==> src/hw/rtl/bpc_pkg.sv <==
`timescale 1ns / 1ps
// Shared types and constants for the button press classifier.
// No dependencies; imported by every module of the block.
package bpc_pkg;

  localparam int BPC_COUNT_BITS = 16;
  localparam int TIMER_BITS     = 16;
  localparam int CFG_IDX_BITS   = 2;
  localparam int CFG_DATA_BITS  = 16;

  // Register indexes on the configuration port
  localparam logic [CFG_IDX_BITS-1:0] CFG_LONG_PRESS_MODE  = 2'd0;
  localparam logic [CFG_IDX_BITS-1:0] CFG_DEBOUNCE_TICKS   = 2'd1;
  localparam logic [CFG_IDX_BITS-1:0] CFG_LONG_PRESS_TICKS = 2'd2;

  // Reset values of the registers
  localparam logic                  RST_LONG_PRESS_MODE  = 1'b0;
  localparam logic [TIMER_BITS-1:0] RST_DEBOUNCE_TICKS   = 16'd50;
  localparam logic [TIMER_BITS-1:0] RST_LONG_PRESS_TICKS = 16'd1000;

  // Press event codes
  localparam logic [1:0] EV_NONE  = 2'd0;
  localparam logic [1:0] EV_SHORT = 2'd1;
  localparam logic [1:0] EV_LONG  = 2'd2;

  typedef struct packed {
    logic                  long_press_mode;
    logic [TIMER_BITS-1:0] debounce_ticks;
    logic [TIMER_BITS-1:0] long_press_ticks;
  } bpc_cfg_t;

endpackage

==> src/hw/rtl/bpc_core.sv <==
`timescale 1ns / 1ps
// Edge detection, debounce timer, held counter and press classification.
// Depends on bpc_pkg; state advances once per accepted item.
module bpc_core import bpc_pkg::*; #(
  parameter int COUNT_BITS = BPC_COUNT_BITS
) (
  input  logic       clk,
  input  logic       rst,
  input  logic       step,
  input  logic       pin_level,
  input  bpc_cfg_t   cfg,
  output logic [1:0] press_event
);

  localparam int CMP_W = (COUNT_BITS > TIMER_BITS) ? COUNT_BITS : TIMER_BITS;

  logic                  last_level, last_level_next;
  logic                  timer_pending, timer_pending_next;
  logic [TIMER_BITS-1:0] timer_remaining, timer_remaining_next;
  logic [COUNT_BITS-1:0] held_count, held_count_next;

  logic [COUNT_BITS-1:0] held_inc;
  logic                  expire;
  logic                  pending_after;
  logic [TIMER_BITS-1:0] remaining_after;
  logic                  fall;
  logic                  rise;
  logic                  arm;

  always_comb begin
    // saturating held count, updated before the expiry check
    held_inc = (held_count == '1) ? held_count : held_count + COUNT_BITS'(1);

    expire          = timer_pending && (timer_remaining <= TIMER_BITS'(1));
    pending_after   = timer_pending && !expire;
    remaining_after = (timer_pending && timer_remaining != '0) ?
                      timer_remaining - TIMER_BITS'(1) : timer_remaining;

    if (!expire) begin
      press_event = EV_NONE;
    end else if (cfg.long_press_mode &&
                 (CMP_W'(held_inc) >= CMP_W'(cfg.long_press_ticks))) begin
      press_event = EV_LONG;
    end else begin
      press_event = EV_SHORT;
    end

    fall = last_level && !pin_level;
    rise = !last_level && pin_level;
    arm  = (fall && !cfg.long_press_mode) || (rise && cfg.long_press_mode);

    timer_pending_next   = pending_after;
    timer_remaining_next = remaining_after;
    // a pending timer ignores the arming edge
    if (arm && !pending_after) begin
      timer_pending_next   = 1'b1;
      timer_remaining_next = (cfg.debounce_ticks == '0) ? TIMER_BITS'(1) : cfg.debounce_ticks;
    end

    held_count_next = fall ? '0 : held_inc;
    last_level_next = pin_level;
  end

  always_ff @(posedge clk) begin
    if (rst) begin
      last_level      <= 1'b1;
      timer_pending   <= 1'b0;
      timer_remaining <= '0;
      held_count      <= '1;
    end else if (step) begin
      last_level      <= last_level_next;
      timer_pending   <= timer_pending_next;
      timer_remaining <= timer_remaining_next;
      held_count      <= held_count_next;
    end
  end

endmodule

==> src/hw/rtl/button_press_classifier_unit.sv <==
`timescale 1ns / 1ps
// Top level of the button press classifier: config registers, core, result register.
// Depends on bpc_pkg and bpc_core.
//
//   channel   signals                                direction   payload
//   in        in_valid, in_stall, pin_level           sink        pin_level
//   out       out_valid, out_stall, press_event       source      press_event
//   cfg       cfg_valid, cfg_ready, cfg_index/data    sink        register write
//
// One item is accepted per cycle while the input is not stalled; its result appears in
// the result register on the next cycle, from the counter and compare path of the core.
// Reset (rst, synchronous) restores the config defaults and the released state.
// The input stalls only while a result is held by a stalled output.
// Configuration writes are taken every cycle.
module button_press_classifier_unit import bpc_pkg::*; #(
  parameter int COUNT_BITS = BPC_COUNT_BITS
) (
  input  logic                     clk,
  input  logic                     rst,
  input  logic                     in_valid,
  output logic                     in_stall,
  input  logic                     pin_level,
  output logic                     out_valid,
  input  logic                     out_stall,
  output logic [1:0]               press_event,
  input  logic                     cfg_valid,
  output logic                     cfg_ready,
  input  logic [CFG_IDX_BITS-1:0]  cfg_index,
  input  logic [CFG_DATA_BITS-1:0] cfg_data
);

  bpc_cfg_t   cfg;
  logic       step;
  logic [1:0] core_event;

  assign cfg_ready = 1'b1;
  assign in_stall  = out_valid && out_stall;
  assign step      = in_valid && !in_stall;

  always_ff @(posedge clk) begin
    if (rst) begin
      cfg.long_press_mode  <= RST_LONG_PRESS_MODE;
      cfg.debounce_ticks   <= RST_DEBOUNCE_TICKS;
      cfg.long_press_ticks <= RST_LONG_PRESS_TICKS;
    end else if (cfg_valid && cfg_ready) begin
      unique case (cfg_index)
        CFG_LONG_PRESS_MODE:  cfg.long_press_mode  <= cfg_data[0];
        CFG_DEBOUNCE_TICKS:   cfg.debounce_ticks   <= cfg_data[TIMER_BITS-1:0];
        CFG_LONG_PRESS_TICKS: cfg.long_press_ticks <= cfg_data[TIMER_BITS-1:0];
        default: ;
      endcase
    end
  end

  bpc_core #(
    .COUNT_BITS(COUNT_BITS)
  ) u_core (
    .clk        (clk),
    .rst        (rst),
    .step       (step),
    .pin_level  (pin_level),
    .cfg        (cfg),
    .press_event(core_event)
  );

  // result register: load on accept, drop when taken
  always_ff @(posedge clk) begin
    if (rst) begin
      out_valid <= 1'b0;
    end else if (step) begin
      out_valid <= 1'b1;
    end else if (!out_stall) begin
      out_valid <= 1'b0;
    end
  end

  always_ff @(posedge clk) begin
    if (step) begin
      press_event <= core_event;
    end
  end

endmodule

==> config.mk <==
export PLATFORM = sky130hd
export DESIGN_NAME = button_press_classifier_unit
export DESIGN_NICKNAME = d
export VERILOG_FILES = /design/src/hw/rtl/bpc_pkg.sv /design/src/hw/rtl/bpc_core.sv /design/src/hw/rtl/button_press_classifier_unit.sv
export SDC_FILE = /design/constraint.sdc
export NUM_CORES = 1
export LEC_CHECK = 0
export ABC_AREA = 1
export BUFFER_PORTS_ARGS = -buffer_cell sky130_fd_sc_hd__buf_2
export CAP_MARGIN = 20
export CORE_UTILIZATION = 61
export CTS_CLUSTER_SIZE = 12
export DETAILED_ROUTE_END_ITERATION = 10
export PLACE_DENSITY = 0.8
export RECOVER_POWER = 25
export REMOVE_ABC_BUFFERS = 1
export SYNTH_ARGS = -nofsm -noshare
export SYNTH_HDL_FRONTEND = slang
export SYNTH_SLANG_ARGS = --single-unit
==> constraint.sdc <==
create_clock -name clk -period 2.7 [get_ports clk]
set_input_delay 0.27 -clock clk [delete_from_list [all_inputs] [get_ports clk]]
set_output_delay 0.27 -clock clk [all_outputs]
set_load 0.05 [all_outputs]
==> After elaboration in Yosys (flattened, before gate mapping) <==
Cells that the tools add are included.
{ "op_classes": {"n_addsub": 2, "magnitude_cmp": 2, "eq_ne": 4, "muxes": 9, "reduce_logical": 26} }
{ "ops": {"columns": ["cell", "count"], "rows": [
  ["$mux 16", 5],
  ["$add 16x1->16 const B", 1],
  ["$eq 16x16->1 const B", 1],
  ["$ge 16x16->1", 1],
  ["$le 16x1->1 const B", 1],
  ["$logic_not 16->1", 1],
  ["$reduce_bool 16->1", 1],
  ["$sub 16x1->16 const B", 1],
  ["$logic_and 1x1->1", 11],
  ["$reduce_and 2->1", 4],
  ["$logic_not 1->1", 6],
  ["$mux 1", 3],
  ["$eq 2x1->1 const B", 1],
  ["$eq 2x2->1 const B", 1],
  ["$logic_not 2->1", 1],
  ["$mux 2", 1],
  ["$ne 2x1->1 const B", 1],
  ["$reduce_bool 2->1", 1],
  ["$logic_or 1x1->1", 1]
]} }
{ "totals": {"register_bits": 70, "out_inout_bits": 5} }

==> Longest topological paths before layout <==
Gate-level depths: netlist of run 1.
{ "logic_depth": {"ltp_word": 8, "mapped_depth": 18, "mapped_depth_nobuf": 18} }

==> Modules after synthesis <==
A second synthesis of run 1 with hierarchy kept.
{ "hier_totals": {"hier_cells": 675, "area_unflattened_um2": 4260.3} }
{ "by_module_without_submodules": {"columns": ["module", "n_inst", "cells_per_inst", "area_each_um2"], "rows": [
  ["bpc_core", 1, 467, 2825.2],
  ["button_press_classifier_unit", 1, 208, 1435.1]
]} }

==> Worst setup path before layout of run 1 <==
Ideal clock, no wire load.
{ "synth_timing": {"path_type": "flip-flop to flip-flop", "start": "reg u_core.held_count[0]", "end": "reg press_event[0] (data pin)", "arrival_time_ns": 2.149, "required_time_ns": 2.440, "setup_slack_ns": 0.292, "path_stages_with_launch": 14, "period_less_slack_ns": 2.408, "cell_sequence": "dfxtp_1 -> ha_1 -> nand2_1 -> nor2_1 -> and2_2 -> nand3_4 -> buf_6 -> o21ai_0 -> ha_1 -> nand2_1 -> nor4_1 -> nand3_1 -> nand3_1 -> a21oi_1"} }
{ "synth_between": {"elab_chain_cells": 5, "word_cells_on_any_way": 6, "classes_between": "add/sub (1); order compare (1); eq/ne (1); mux (2); reduce/logical (1)"} }
{ "synth_lines": {"columns": ["element", "line_no", "rtl"], "rows": [
  ["start, declared", "bpc_core.sv:20", "logic [COUNT_BITS-1:0] held_count, held_count_next;"],
  ["start signal, assigned", "bpc_core.sv:74", "held_count <= held_count_next;"],
  ["$add 16x1->16 / $eq 16x16->1 (equally long branches)", "bpc_core.sv:32", "held_inc = (held_count == '1) ? held_count : held_count + COUNT_BITS'(1);"],
  ["$mux 16 *", "bpc_core.sv:32", null],
  ["$ge 16x16->1 *", "bpc_core.sv:42", "(CMP_W'(held_inc) >= CMP_W'(cfg.long_press_ticks))) begin"],
  ["$logic_and 1x1->1 *", "bpc_core.sv:41", "end else if (cfg.long_press_mode &&"],
  ["$mux 2 *", "bpc_core.sv:41", null],
  ["end signal, assigned", "button_press_classifier_unit.sv:79", "press_event <= core_event;"],
  ["end, declared", "button_press_classifier_unit.sv:25", "output logic [1:0] press_event,"]
]} }
Every way passes the cells marked *; elsewhere a longest branch is shown, timed or not.
A chain may end at the register's enable or synchronous reset.

==> Worst setup path in the final report of run 1 <==
{ "layout_timing": {"start": "reg u_core.held_count[1]", "end": "reg press_event[1] (data pin)"} }
The elaborated chain is that of the path after synthesis.

==> flow_summary_export.csv, run 1 <==
group,metric,value,unit
placed_design,gp_congestion,0.922,
sta,fmax,394,MHz
clock_tree,numCtsBuffers,9,
drt,drt_iter0_drc,226,
layout,final_area,4520,µm²
logic_synthesis,syn_area,4070,µm²
clock_tree,cts.path.max_buffers,2,
clock_tree,cts_sinks,70,
floorplanning,core,6390,µm²
logic_synthesis,synth_ff_type,"dfxtp_1",
layout,seq_area,1430,µm²
pwr,total_power,3.06,mW
grt,antenna_found_initial,0,
drt,routedWlPerCell,14.4,µm
logic_synthesis,synth-edff-count,2,
sta,slew_headroom,0.183,
critical_path,cp.arrival,2.64,ns
drt,ant_nets,0,
layout,drive_gt1_frac,0.132,
clock_tree,cts_tree,"yes",
pwr,p_leak,2.23,nW
grt,first_global_vias,3744,
clock_tree,clock_latency,0.34,ns
sta,period_minus_slack,2.54,ns
clock_tree,htreeDepth,3,
critical_path,cp-start-kind,"flop",
drt,num_vias,4030,
floorplanning,die_y,83.6,µm
pwr,power_frac_comb,0.327,
sta,setup_violations,0,
critical_path,required,2.80,ns
pwr,swShare,0.359,
sta,setup_ws,0.165,ns
status,outcome,"finished, final reports clean",
critical_path,cp-end-kind,"flop",
logic_synthesis,synth_compound_area_frac,0.129,
floorplanning,ios,29,
flow_run,drv_cap,0,
drt,dr.pass1.iters,5,
sta,hold_viol,0,
sta,tightest_slew,1.23,ns
logic_synthesis,synth-simple-area-share,0.333,
floorplanning,dieArea,7000,µm²
logic_synthesis,synth_adder_area_share,0.0585,
placed_design,pre_cts_ws,0.0416,ns
logic_synthesis,ys.warnings.count,0,
sta,rsz0062_at_grt,"yes",
drt,drc,0,
logic_synthesis,netlist_instances,601,
logic_synthesis,synth.distinct_cells,38,
logic_synthesis,synth_xor_area_frac,0.0388,
clock_tree,cts_root_buf,"clkbuf_8",
pwr,clockPowerShare,0.277,
pwr,p_per_area,676,nW/µm²
grt,grt_max_degree,29,
logic_synthesis,synth_top_family_by_area,"simple AND/OR/NAND/NOR gates",
placed_design,dpl.hpwl,7350,µm
layout,fillers,538,
critical_path,path_max_fanout,6,
sta,period_share,0.939,
clock_tree,clkTransAtPathRegs,0.07,ns
pwr,seq_power_share,0.395,
clock_tree,cts_hold_buf,0,
floorplanning,die_w,83.6,µm
grt,grt_pass1_wl,17000,µm
layout,diodes,0,
pwr,p_int,1.96,mW
layout,area_growth,11.2,%
pwr,peakVddDrop,0.000424,V
pwr,switchingPower,1.10,mW
layout,multiInputGateArea,2340,µm²
hold_path,min_path_type,"in2reg",
sta,finClkSkew,0.00679,ns
sta,slew_viol_final,0,
logic_synthesis,ys_seq_elements,70,
drt,routed_via_density,5.65,
placed_design,io_buffers,27,
logic_synthesis,synth.area.mux_share,0.00246,
placed_design,dpl_cell_area,4260,µm²
floorplanning,start_util,0.637,
layout,final_nets,675,
logic_synthesis,syn_avg_cell_area,6.77,µm²
floorplanning,row_count,29,
logic_synthesis,synth-async-reset-ratio,0,
logic_synthesis,yosysSeqAreaShare,0.350,
grt,grt_overflow,0,
critical_path,path_class,"reg2reg",
grt,grt_usage,0.302,
drt,wl,10300,µm
==> power groups by stage <==
stage / clock network (mW) / logic [mW] / registers (mW)
5_1_grt: 0.912 / 1.13 / 1.22
2_1_floorplan: 0 / 0.731 / 1.22
6_report: 0.847 / 1.00 / 1.21
4_1_cts: 0.861 / 0.960 / 1.20
3_5_place_dp: 0 / 0.950 / 1.23
3_3_place_gp: 0 / 0.911 / 1.22
==> flip-flops by register name (all words and copies together), names as in the netlist <==
| signal | count |
|---|---|
| cfg | 33 |
| u_core.last_level | 1 |
| u_core.held_count | 16 |
| out_valid | 1 |
| u_core.timer_pending | 1 |
| press_event | 2 |
| u_core.timer_remaining | 16 |
==> final timing paths <==
| check | end | slack (ns) | cells past startpoint | startpoint |
|---|---|---|---|---|
| max | press_event[1] | 0.16 | 14 | u_core.held_count[1] |
| min reg2reg | cfg[14] | 0.47 | 2 | cfg[14] |
| min | cfg[23] | 0.17 | 3 | cfg_data[7] |
| max reg2reg | press_event[1] | 0.16 | 14 | u_core.held_count[1] |
==> stage by stage <==
stage	cells	util	hold slack, ns	TNS (ns)
3_5_place_dp	693	0.667	0.459	0
3_3_place_gp	693	0.667	0.451	0
5_1_grt	713	0.708	0.182	-0.0270
4_1_cts	708	0.697	0.166	0
6_report	713	0.708	0.167	0
2_1_floorplan	582	-	0.339	0
==> kinds of logic after synthesis <==
logic type | Yosys count
and+or+nand+nor | 313
AOI/OAI and AO/OA | 92
buffers and inverters | 87
DFF | 70
adders and majority gates | 19
xor gates and xnor gates | 18
other | 1
muxes | 1
==> what timing repair did <==
action                                  in CTS  in global routing
gates resized for setup                      0                 15
buffers inserted                             0                  4
endpoints found under the setup margin       0                  2
==> worst max-delay path: stages (launching register included) <==
cell	delay [ns]
dfxtp_2	0.34
ha_2	0.19
nand2_1	0.08
nor2_2	0.13
and2_4	0.20
nand3_4	0.11
buf_4	0.17
nand2_1	0.12
ha_1	0.27
nand2_1	0.14
o21ai_0	0.12
a21oi_1	0.20
nand3_1	0.12
nand2_1	0.07
nor2_1	0.04
==> cell type report <==
type | instances | share of cell area
clock buffers | 14 | 0.0360
clock inverters | 1 | 0.00664
inverters | 68 | 0.0564
multi-input cells | 445 | 0.518
flip-flops and latches | 70 | 0.315
well taps | 77 | 0.0213
repair buffers | 38 | 0.0459
==> cell usage after synthesis, drive strengths merged, types with 2 or more instances <==
cell / number / share of area
o21ai: 36 / 0.045
o211ai: 12 / 0.022
nand4: 6 / 0.0092
nand3: 27 / 0.036
inv: 67 / 0.062
a21oi: 33 / 0.042
a22oi: 8 / 0.015
clkbuf: 11 / 0.010
nor4: 2 / 0.0031
nor3: 7 / 0.011
nand3b: 2 / 0.0037
buf: 8 / 0.015
nand2: 168 / 0.16
edfxtp: 2 / 0.015
nor2: 98 / 0.10
a31oi: 2 / 0.0031
dfxtp: 68 / 0.33
xnor2: 3 / 0.0065
ha: 19 / 0.058
xor2: 15 / 0.032
==> cells in the final DEF, fill, tap and decap left out, types with 2 or more instances in the layout <==
cell type and instances:
nor2_1 85, xor2_1 15, nor2_4 4, edfxtp_1 2, a31oi_1 2, buf_2 25, nand3b_1 2, clkbuf_8 11
ha_1 17, nand4_1 6, nor3_1 4, inv_1 65, dfxtp_1 64, buf_4 9, nand3_1 26, nand2_4 3
a21oi_2 2, a22oi_1 8, o21ai_0 34, clkbuf_1 7, nor2_2 9, nand2_1 161, inv_2 2, o211ai_1 12
a21oi_1 31, nor3_2 3, nand2_2 4, xnor2_1 3, dfxtp_2 4
==> routing by layer <==
metal / GRT usage / wire, µm / up-vias
li1: - / - / 1993
met1: 0.402 / 4640 / 1876
met2: 0.485 / 4700 / 138
met3: 0.0554 / 682 / 23
met4: 0.123 / 224 / 0
met5: 0 / 0 / -
(Power assumes the default switching activity.)
==> run 2, diff against run 1 <==
GPL_ROUTABILITY_DRIVEN = 0   (was not set)
RECOVER_POWER = not set   (was 25)
==> run 2 against run 1 <==
  * Critical endpoint is now press_event[0]
  * Global-route usage down 0.64 points
  * Clock-buffer cell count down 2
  * Clock skew up 0.0016 ns
  * Fmax down 1.5%
  * First-iteration DRC count up 89%
  * Die area unchanged
  * Clock power up 12%
  * Critical path type unchanged
  * Worst hold slack worse by 0.012 ns
  * Final area up 1.5%
  * Largest cell class unchanged
  * Combinational power about the same
  * Total power up 3.6%
  * Final cell count unchanged
==> flow_summary_export.csv, run 2 (synthesis results as in run 1) <==
group,metric,value,unit
status,outcome,"finished, final reports clean",
sta,timing.hold.ws,0.155,ns
sta,period_minus_slack,2.57,ns
critical_path,path_max_fanout,4,
clock_tree,clock_latency,0.35,ns
sta,tightest_slew,0.725,ns
clock_tree,cts_hold_buf,0,
critical_path,critical_path.startpoint,"u_core.held_count[11]",
grt,first_global_vias,3717,
grt,grt_usage,0.296,
sta,slew_viol_final,0,
sta,slew_headroom,0.516,
layout,diodes,0,
layout,layout.cells.non_filler,713,
critical_path,cp.arrival,2.67,ns
clock_tree,numCtsBuffers,9,
clock_tree,clkTransAtPathRegs,0.08,ns
layout,regMostFlops,"cfg",
pwr,peakVddDrop,0.000462,V
clock_tree,cts_root_buf,"clkbuf_8",
drt,num_vias,4018,
clock_tree,cts_tree,"yes",
placed_design,io_buffers,27,
critical_path,path_class,"reg2reg",
clock_tree,htreeDepth,3,
placed_design,dp.cells,692,
hold_path,min_path_type,"in2reg",
sta,setup_violations,0,
layout,final_nets,674,
pwr,total_power,3.16,mW
sta,period_share,0.953,
floorplanning,core,6390,µm²
placed_design,dpl.hpwl,6990,µm
layout,finish.utilization,0.719,
layout,drive_gt1_frac,0.151,
hold_path,worstHoldStart,"cfg_data[4]",
grt,grt_pass1_wl,16500,µm
clock_tree,cts.path.max_buffers,2,
pwr,p_leak,2.26,nW
drt,routedWlPerCell,14.4,µm
layout,area_growth,12.9,%
drt,drt_iter0_drc,427,
pwr,p_per_area,689,nW/µm²
sta,fmax,389,MHz
sta,finClkSkew,0.00841,ns
sta,hold_viol,0,
layout,final_cell_mix,"nand2_1, nor2_1, inv_1, dfxtp_1, o21ai_0",
drt,dr.pass1.iters,5,
drt,ant_nets,0,
floorplanning,dieArea,7000,µm²
critical_path,r2r_start,"u_core.held_count[11]",
floorplanning,start_util,0.637,
grt,antenna_found_initial,0,
drt,wl,10200,µm
grt,grt_overflow,0,
layout,largest_reg_flops,33,
critical_path,required,2.80,ns
floorplanning,die_y,83.6,µm
layout,largestRegisters,"cfg (33), u_core.held_count (16), u_core.timer_remaining (16)",
drt,drc,0,
floorplanning,die_w,83.6,µm
critical_path,cp-start-kind,"flop",
drt,routed_via_density,5.64,
flow_run,drv_cap,0,
critical_path,cp-end-kind,"flop",
floorplanning,row_count,29,
grt,grt_max_degree,37,
layout,mostFrequentLayoutCell,"nand2_1",
floorplanning,ios,29,
clock_tree,cts_sinks,70,
run 2: cell types whose count changed in the layout (fill, tap and decap cells not counted), sizes merged:
cell | previous run | this run
clkinv | 1 | 3
bufinv | 1 | 2
buf | 34 | 37
clkbuf | 18 | 12
run 2: worst max-delay path, cell delays in order (launching register included):
cell     delay [ns]
dfxtp_1        0.41
nand2_1        0.07
inv_1          0.09
nand3_1        0.08
nor3_1         0.25
nand4_1        0.12
nand2_1        0.09
nand2_1        0.09
ha_1           0.31
nand2_1        0.12
nor4_4         0.34
nand3_1        0.13
nand3_1        0.14
a21oi_1        0.07
run 2: worst paths after layout:
| check | cells after the start | slack, ns | to |
|---|---|---|---|
| setup / recovery | 13 | 0.13 | press_event[0] |
| hold / removal | 3 | 0.15 | cfg[20] |
| setup reg to reg | 13 | 0.13 | press_event[0] |
| hold reg to reg | 2 | 0.46 | cfg[2] |
run 2: metal layers:
metal | GRT usage | wire length (µm) | vias up
met1 | 0.396 | 4610 | 1839
met3 | 0.0396 | 733 | 24
met2 | 0.485 | 4670 | 171
li1 | - | - | 1984
met4 | 0.114 | 225 | 0
met5 | 0 | 0 | -
run 2: area by class of cell:
class	count	area (µm²)
Inverter	68	255
Clock inverter	4	70.1
Sequential cell	70	1430
Tap cell	77	96.3
Multi-Input combinational cell	445	2370
Timing Repair Buffer	37	223
Fill cell	517	1790
Clock buffer	12	145
run 2: power by group:
group | switching (mW) | internal [mW]
registers | 0.0814 | 1.13
logic | 0.644 | 0.361
clock network | 0.406 | 0.543
total | 1.13 | 2.03
run 2: repair_timing:
action | CTS | global route
buffers inserted | 3 | 1
endpoints found under the setup margin | 2 | 2
gates cloned | 0 | 1
gates resized for setup | 1 | 22
pin swaps | 0 | 6
run 2: through the flow:
| step | worst slack (ns) | TNS, ns | area (µm²) |
|---|---|---|---|
| after CTS | 0.0261 | 0 | 4500 |
| after floorplan | 0.245 | 0 | 3960 |
| after global placement | 0.116 | 0 | 4250 |
| after detailed placement | 0.0287 | 0 | 4250 |
| final | 0.127 | 0 | 4590 |
| after global routing | -0.0416 | -0.0601 | 4590 |
